File: config.mk
export PLATFORM = sky130hd
export DESIGN_NAME = dpw_cfg_regs
export DESIGN_NICKNAME = d
export VERILOG_FILES = /design/src/hw/rtl/depth_pixel_to_world_point_unit_macros.svh /design/src/hw/rtl/dpw_pkg.sv /design/src/hw/rtl/dpw_cfg_regs.sv
export SDC_FILE = /design/constraint.sdc
export NUM_CORES = 1
export LEC_CHECK = 0
export BUFFER_PORTS_ARGS = -buffer_cell sky130_fd_sc_hd__buf_2
export CELL_PAD_IN_SITES_DETAIL_PLACEMENT = 1
export CELL_PAD_IN_SITES_GLOBAL_PLACEMENT = 1
export CORE_UTILIZATION = 43
export CTS_BUF_LIST = sky130_fd_sc_hd__clkbuf_8
export DETAILED_ROUTE_END_ITERATION = 10
export PLACE_DENSITY_LB_ADDON = 0.1
export SLEW_MARGIN = 20
export SYNTH_ARGS = -nofsm -noshare
export SYNTH_HDL_FRONTEND = slang
export SYNTH_SLANG_ARGS = --single-unit
File: constraint.sdc
create_clock -name clk -period 0.9 [get_ports clk]
set_input_delay 0.18 -clock clk [delete_from_list [all_inputs] [get_ports clk]]
set_output_delay 0.18 -clock clk [all_outputs]
set_load 0.03 [all_outputs]
File: src/hw/rtl/depth_pixel_to_world_point_unit_macros.svh
// Assertion macros of the depth pixel to world point RTL.
`ifndef DEPTH_PIXEL_TO_WORLD_POINT_UNIT_MACROS_SVH
`define DEPTH_PIXEL_TO_WORLD_POINT_UNIT_MACROS_SVH

`ifndef SYNTH

// Same-cycle implication, disabled while reset is asserted.
`define DPW_ASSERT_IMP(lbl, clk, rst_n, a, c) \
	lbl: assert property (@(posedge clk) disable iff (!rst_n) (a) |-> (c)) \
		else $error("dpw: same-cycle check failed");

// Next-cycle implication, disabled while reset is asserted.
`define DPW_ASSERT_NXT(lbl, clk, rst_n, a, c) \
	lbl: assert property (@(posedge clk) disable iff (!rst_n) (a) |=> (c)) \
		else $error("dpw: next-cycle check failed");

`else

`define DPW_ASSERT_IMP(lbl, clk, rst_n, a, c)
`define DPW_ASSERT_NXT(lbl, clk, rst_n, a, c)

`endif

`endif

File: src/hw/rtl/dpw_pkg.sv
// Types, constants and helper functions of the depth pixel to world point unit.
`default_nettype none

package dpw_pkg;

	// Image index width; pixel row and column fields use it
	localparam int IMAGE_INDEX_BITS = 12;
	localparam int PIX_Q4_W         = IMAGE_INDEX_BITS + 4;
	// Signed width of (index * 16 - center), center being 16 bits unsigned
	localparam int DX_W             = ((PIX_Q4_W > 16) ? PIX_Q4_W : 16) + 1;
	// Signed width of the offset times a 32-bit unsigned reciprocal
	localparam int PRODA_W          = DX_W + 32;

	localparam int POSE_WORDS = 12;
	localparam int POSE_IDX_W = 4;
	localparam logic signed [31:0] POSE_ONE = 32'sh0001_0000;

	localparam int CFG_INDEX_W = 3;
	localparam int CFG_DATA_W  = 32;

	localparam int IN_DATA_W  = 104;
	localparam int OUT_DATA_W = 120;

	// Command codes carried on the input tuser
	localparam logic CMD_PIXEL = 1'b0;
	localparam logic CMD_POSE  = 1'b1;

	// Configuration register indexes
	typedef enum logic [CFG_INDEX_W-1:0] {
		REG_CENTER_X    = 3'd0,
		REG_CENTER_Y    = 3'd1,
		REG_INV_FOCAL_X = 3'd2,
		REG_INV_FOCAL_Y = 3'd3,
		REG_INV_UNIT    = 3'd4,
		REG_MIN_DEPTH   = 3'd5,
		REG_MAX_DEPTH   = 3'd6
	} cfg_reg_t;

	typedef struct packed {
		logic [15:0] center_x;
		logic [15:0] center_y;
		logic [31:0] inv_focal_x;
		logic [31:0] inv_focal_y;
		logic [31:0] inv_unit;
		logic [15:0] min_depth_raw;
		logic [15:0] max_depth_raw;
	} cfg_t;

	// Fields that ride along the pipeline untouched
	typedef struct packed {
		logic                  is_pose;
		logic [POSE_IDX_W-1:0] pose_index;
		logic signed [31:0]    pose_value;
		logic [7:0]            red;
		logic [7:0]            green;
		logic [7:0]            blue;
	} side_t;

	typedef struct packed {
		logic [IMAGE_INDEX_BITS-1:0] pixel_row;
		logic [IMAGE_INDEX_BITS-1:0] pixel_col;
		logic [15:0]                 depth_raw;
		side_t                       side;
	} item_t;

	// Camera-frame point handed from back-projection to the pose transform
	typedef struct packed {
		logic               valid;
		side_t              side;
		logic signed [31:0] x;
		logic signed [31:0] y;
		logic signed [31:0] z;
	} point_t;

	typedef struct packed {
		logic signed [31:0] world_x;
		logic signed [31:0] world_y;
		logic signed [31:0] world_z;
		logic [7:0]         red;
		logic [7:0]         green;
		logic [7:0]         blue;
	} result_t;

	localparam logic signed [63:0] SAT_MAX64 = 64'sd2147483647;
	localparam logic signed [63:0] SAT_MIN64 = -64'sd2147483648;

	// Clamp a signed value to the signed 32-bit range
	function automatic logic signed [31:0] sat32(input logic signed [63:0] v);
		logic signed [31:0] r;
		if (v > SAT_MAX64) begin
			r = 32'sh7FFF_FFFF;
		end else if (v < SAT_MIN64) begin
			r = 32'sh8000_0000;
		end else begin
			r = v[31:0];
		end
		return r;
	endfunction

endpackage

`default_nettype wire

File: src/hw/rtl/dpw_cfg_regs.sv
// Configuration register file of the depth pixel to world point unit.
`default_nettype none

module dpw_cfg_regs (
	input  wire logic                            clk,
	input  wire logic                            arst_n,
	input  wire logic                            cfg_valid,
	output logic                                 cfg_ready,
	input  wire logic [dpw_pkg::CFG_INDEX_W-1:0] cfg_index,
	input  wire logic [dpw_pkg::CFG_DATA_W-1:0]  cfg_data,
	output dpw_pkg::cfg_t                        cfg
);
	import dpw_pkg::*;

	cfg_t cfg_q;

	// Writes are always accepted
	assign cfg_ready = 1'b1;
	assign cfg       = cfg_q;

	// Decode the register index; unknown indexes are dropped
	always_ff @(posedge clk or negedge arst_n) begin
		if (!arst_n) begin
			cfg_q.center_x      <= '0;
			cfg_q.center_y      <= '0;
			cfg_q.inv_focal_x   <= '0;
			cfg_q.inv_focal_y   <= '0;
			cfg_q.inv_unit      <= 32'h0001_0000;
			cfg_q.min_depth_raw <= '0;
			cfg_q.max_depth_raw <= 16'hFFFF;
		end else if (cfg_valid) begin
			case (cfg_reg_t'(cfg_index))
				REG_CENTER_X:    cfg_q.center_x      <= cfg_data[15:0];
				REG_CENTER_Y:    cfg_q.center_y      <= cfg_data[15:0];
				REG_INV_FOCAL_X: cfg_q.inv_focal_x   <= cfg_data[31:0];
				REG_INV_FOCAL_Y: cfg_q.inv_focal_y   <= cfg_data[31:0];
				REG_INV_UNIT:    cfg_q.inv_unit      <= cfg_data[31:0];
				REG_MIN_DEPTH:   cfg_q.min_depth_raw <= cfg_data[15:0];
				REG_MAX_DEPTH:   cfg_q.max_depth_raw <= cfg_data[15:0];
				default: begin
				end
			endcase
		end
	end

endmodule

`default_nettype wire

==> qor.tcl, run 1 <==
set qor(run_status) {stopped before the end}
set qor(outcome.stop_stage) {global routing (5_1_grt)}
set qor(toolErrorMsg) {[ERROR GRT-0232] Routing congestion too high. Check the congestion heatmap in the GUI.}
set qor(post_synth.cell_area_avg_um2) 17.5
set qor(clock_sinks) 160
set qor(synth_sequential_area_ratio_pct) 65.7
set qor(rows) 43
set qor(io-pin-count) 199
set qor(netlist_area_um2) 6120
set qor(yosys_warnings) 0
set qor(cts_root_buffer) {sky130_fd_sc_hd__clkbuf_8}
set qor(place_hpwl_um) 11000
set qor(die_width_um) 121
set qor(syn-instance-count) 349
set qor(number_of_placed_cells_counting_well_taps) 727
set qor(grt.overflow.total) 93
set qor(repair-timing-grt-worst-ep) {cfg[12]}
set qor(postSynthRegisterBits) 160
set qor(numCtsBuffers) 17
set qor(yosysUniqueCellTypes) 13
set qor(max-clock-path-buffers) 2
set qor(die_y_um) 121
set qor(grtUsageTotal_pct) 75.6
set qor(type_of_the_worst_endpoint_after_the_last_repair) {output port}
set qor(numPortBuffers) 197
set qor(globalplace.congestion) 0.744
set qor(antenna_violations_before_repair) 2
set qor(effective_utilization_at_floorplan_pct) 44.1
set qor(cts_max_level) 4
set qor(pin_count_of_the_biggest_net_entering_global_routing) 43
set qor(postSynthNetCount) 387
## cells in the mapped netlist
library cell               count  area [um2]
sky130_fd_sc_hd__dfrtp_1     143        3580
sky130_fd_sc_hd__mux2_2      143        1610
sky130_fd_sc_hd__dfstp_2      17         447
sky130_fd_sc_hd__buf_2        11        55.1
sky130_fd_sc_hd__mux2_4       10         150
sky130_fd_sc_hd__buf_6         9         101
sky130_fd_sc_hd__mux2_1        7        78.8
sky130_fd_sc_hd__nor4bb_1      3        30.0
sky130_fd_sc_hd__nand4b_2      2        30.0
sky130_fd_sc_hd__buf_4         1        7.51
sky130_fd_sc_hd__conb_1        1        3.75
sky130_fd_sc_hd__nand4b_1      1        8.76
sky130_fd_sc_hd__nor4b_4       1        23.8
## timing repair
| item | 4_1_cts |
|---|---|
| hold endpoints to repair | 200 |
| gates resized for setup | 374 |
| buffers inserted | 80 |
| endpoints found under the setup margin | 267 |
| pin swaps | 3 |
| hold buffers | 17 |
| gates cloned | 6 |
## stage by stage
stage / worst slack [ns] / TNS (ns) / utilization, % / area, um2
after floorplan: -0.485 / -54.37 / - / 6510
after global placement: -0.607 / -78.94 / 56.3 / 7820
after CTS: -0.446 / -52.86 / 74.0 / 10300
after detailed placement: -0.645 / -83.51 / 56.3 / 7820
## kinds of logic after synthesis
logic type	share of synthesized area, %
AND/OR/NAND/NOR	1.51
multiplexers	30.0
other	0.0612
buffers and inverters	2.68
flip-flops	65.7
## metal layers
metal  track usage, %  overflow
met1             78.5         0
met2             91.3        40
met3             56.4         4
met4             81.3        49
met5             3.31         0
==> run 2: changes to the inputs <==
- CELL_PAD_IN_SITES_DETAIL_PLACEMENT: 1 -> not set
- CELL_PAD_IN_SITES_GLOBAL_PLACEMENT: 1 -> not set
- CORE_UTILIZATION: 43 -> 40
- CTS_BUF_LIST: sky130_fd_sc_hd__clkbuf_8 -> not set
- PLACE_DENSITY_LB_ADDON: 0.1 -> 0.15
==> qor.tcl, run 2 <==
set qor(grt_pass1_wl_um) 26800
set qor(most-common-layout-cells) {sky130_fd_sc_hd__buf_6 (187), sky130_fd_sc_hd__dfrtp_1 (143), sky130_fd_sc_hd__mux2_4 (99), sky130_fd_sc_hd__buf_4 (70), sky130_fd_sc_hd__mux2_2 (61)}
set qor(total_leakage_power_nw) 5.09
set qor(numPortBuffers) 197 ;# unchanged
set qor(report.final.hold_viol_count) 0
set qor(maxClockFrequency_mhz) 780
set qor(drc) 0
set qor(irDropWorstVdd_mv) 1.61
set qor(core_box_area_um2) 14800
set qor(critPathArrivalTime_ns) 1.10
set qor(synth.cells.most_frequent) {sky130_fd_sc_hd__dfrtp_1 (143), sky130_fd_sc_hd__mux2_2 (143), sky130_fd_sc_hd__dfstp_2 (17)} ;# unchanged
set qor(nNetsFinal) 706
set qor(worst_r2r_startpoint) {cfg[53]$_DFFE_PN0P_}
set qor(power.sequential.fraction_pct) 35.6
set qor(grt.overflow.total) 0
set qor(numCtsBuffers) 17 ;# unchanged
set qor(power_frac_comb_pct) 38.7
set qor(cts_max_level) 4 ;# unchanged
set qor(worstRegToRegCells) 2
set qor(failing_checks) {setup timing}
set qor(clock_sinks) 160 ;# unchanged
set qor(number_of_synthesized_flops_with_an_enable_pin) 0 ;# unchanged
set qor(swShare_pct) 32.7
set qor(holdCritStartpoint) {cfg_data[29]}
set qor(run_status) {finished, violations left} ;# was stopped before the end
set qor(cp_num_buf_inv) 1
set qor(postSynthRegisterBits) 160 ;# unchanged
set qor(ant_nets) 0
set qor(synth_top_area_share_pct) 58.4 ;# unchanged
set qor(postSynthNetCount) 387 ;# unchanged
set qor(initialDrtViolationCount) 107
set qor(drv_slew) 0
set qor(die_area_um2) 15800
set qor(worstPathCellList) {buf_6}
set qor(avgRoutedWirePerCell_um) 20.3
set qor(critPathKind) {reg2out}
set qor(regToRegEndpoint) {cfg[53]$_DFFE_PN0P_}
set qor(clock_skew_ns) 0
set qor(power_density_normalized_to_cell_area_nw_per_um2) 2720
set qor(die_y_um) 126 ;# was 121 um
set qor(cellInternalPower_w) 0.0193
set qor(synthToLayoutAreaGrowth_pct) 72.0
set qor(yosys_warnings) 0 ;# unchanged
set qor(share_clk_of_total_power_pct) 25.7
set qor(yosysUniqueCellTypes) 13 ;# unchanged
set qor(final_min_period_over_clock_period_pct) 143
set qor(r2r_slack_ns) -0.03
set qor(drt-vias-per-instance) 4.84
set qor(count_of_maximum_capacitance_violations) 0
set qor(worst_path_max_delay_cell) {sky130_fd_sc_hd__dfstp_2}
set qor(layout_commonest_cell) {sky130_fd_sc_hd__buf_6}
set qor(tritoncts_clock_tree) {done}
set qor(p_sw_w) 0.00936
set qor(effective_utilization_at_floorplan_pct) 41.5 ;# was 44.1%
set qor(power.total_w) 0.0286
set qor(synth_async_sr_flop_share_pct) 100 ;# unchanged
set qor(syn-instance-count) 349 ;# unchanged
set qor(yosysTopAreaCell) {sky130_fd_sc_hd__dfrtp_1} ;# unchanged
set qor(antenna_violations_before_repair) 0
set qor(globalplace.congestion) 0.718 ;# was 0.744
set qor(worst-path-max-fanout) 2
set qor(grt_pass1_vias) 4523
set qor(postRouteWirelength_um) 17600
set qor(min_path_type) {in2reg}
set qor(pin_count_of_the_biggest_net_entering_global_routing) 41
set qor(finalCoreUtilization_pct) 71.4
set qor(worst_ep_required_time_ns) 0.72
set qor(critical_path.max_stage_delay_ns) 0.55
set qor(via_count) 4189
set qor(rows) 44 ;# was 43
set qor(detailedRoute.firstPassIterationCount) 4
set qor(die_width_um) 126 ;# was 121 um
set qor(clk-insertion-delay-late_ns) 0.42
set qor(period_minus_slack_ns) 1.28
set qor(setup-violations-final) 275
set qor(clkSlewWorstSetupHoldPaths_ns) 0.06
set qor(num_antenna_cells) 0
set qor(cts_root_buffer) {sky130_fd_sc_hd__clkbuf_16} ;# was sky130_fd_sc_hd__clkbuf_8
set qor(io-pin-count) 199 ;# unchanged
set qor(synth_sequential_area_ratio_pct) 65.7 ;# unchanged
set qor(cell_type_group_with_the_largest_total_delay_on_the_critical_path) {flip-flops}
set qor(worst_setup_path_end_kind) {primary output}
set qor(netlist_top_cells_area) {sky130_fd_sc_hd__dfrtp_1 (58%), sky130_fd_sc_hd__mux2_2 (26%), sky130_fd_sc_hd__dfstp_2 (7.3%), sky130_fd_sc_hd__mux2_4 (2.5%), sky130_fd_sc_hd__buf_6 (1.7%)} ;# unchanged
set qor(grtUsageTotal_pct) 22.8
set qor(timing.hold.worst_path_depth) 2
set qor(whs_ns) 0.0216
set qor(place_hpwl_um) 10200 ;# was 11,000 um
set qor(min_delay_worst_endpoint) {cfg[125]$_DFFE_PN0P_}
set qor(post_synth.cell_area_avg_um2) 17.5 ;# unchanged
set qor(layout-drive-gt1-share_pct) 77.7
set qor(preCtsSetupSlack_ns) -0.605 ;# was -0.645 ns
set qor(yosys_most_used_dff) {sky130_fd_sc_hd__dfrtp_1} ;# unchanged
set qor(largest_register_ff_count) 160
set qor(unrepaired_setup_endpoints_after_global_routing) {yes}
set qor(worst_path_setup_slack_after_routing_ns) -0.383
set qor(netlist_area_um2) 6120 ;# unchanged
set qor(max-clock-path-buffers) 2 ;# unchanged
set qor(startpoint_type) {register}
## run 2: cell counts after synthesis
No cell type changed its count.
## run 2: cell type report
type | count | area (um2)
Fill cell | 957 | 4220
Sequential cell | 160 | 4030
Timing Repair Buffer | 321 | 3360
Multi-Input combinational cell | 168 | 2310
Clock buffer | 25 | 505
Tap cell | 184 | 230
Clock inverter | 7 | 98.8
## run 2: worst max path at each step
stage | startpoint | endpoint | slack [ns] | cells after the start
6_report | cfg[1]$_DFFE_PN1P_ | cfg[1] | -0.38 | 1
5_1_grt | cfg[5]$_DFFE_PN1P_ | cfg[5] | -0.42 | 1
4_1_cts | cfg[3]$_DFFE_PN1P_ | cfg[3] | -0.40 | 1
3_5_place_dp | cfg_index[0] | cfg[33]$_DFFE_PN0P_ | -0.61 | 4
3_3_place_gp | cfg_index[0] | cfg[103]$_DFFE_PN0P_ | -0.58 | 4
2_1_floorplan | cfg_index[1] | cfg[144]$_DFFE_PN0P_ | -0.49 | 4
## run 2: cell families (layout without fill, tap and decap cells)
family / Yosys count / count (layout) / synth area share (%)
buffers and inverters: 21 / 353 / 2.68
flip-flops: 160 / 160 / 65.7
multiplexers: 160 / 160 / 30.0
other: 1 / 1 / 0.0612
AND/OR/NAND/NOR: 7 / 7 / 1.51
## run 2: metal layers
metal / track usage (%) / wire length, um / vias up
li1: - / - / 1875
met1: 28.6 / 7510 / 2165
met2: 38.6 / 9000 / 136
met3: 6.71 / 910 / 13
met4: 6.17 / 188 / 0
met5: 0 / 0 / -
## run 2: timing repair
item                                   in CTS  in global routing
setup buffers                              62                 36
hold buffers                                4                  0
pin swaps                                   3                  2
gates resized for setup                   367                 41
setup endpoints to repair                 288                289
endpoints found under the hold margin     148                  0
cloned                                      5                  3
## run 2: power by group through the flow
| stage | Sequential (W) | Clock, W | Combinational [W] |
|---|---|---|---|
| after detailed placement | 0.00985 | 0 | 0.00778 |
| final | 0.0102 | 0.00737 | 0.0111 |
| after CTS | 0.0101 | 0.00746 | 0.0106 |
| after global routing | 0.0104 | 0.00781 | 0.0115 |
| after global placement | 0.00980 | 0 | 0.00772 |
| after floorplan | 0.0130 | 0 | 0.00207 |
## run 2: per-stage QoR
step	setup TNS [ns]	instance area [um2]	cells
floorplan	-54.37	6510	349
global placement	-81.06	7860	739
detailed placement	-83.94	7860	739
CTS	-49.05	10200	842
global route	-56.46	10500	865
finish	-48.66	10500	865
Power figures use the tool's default switching activity.
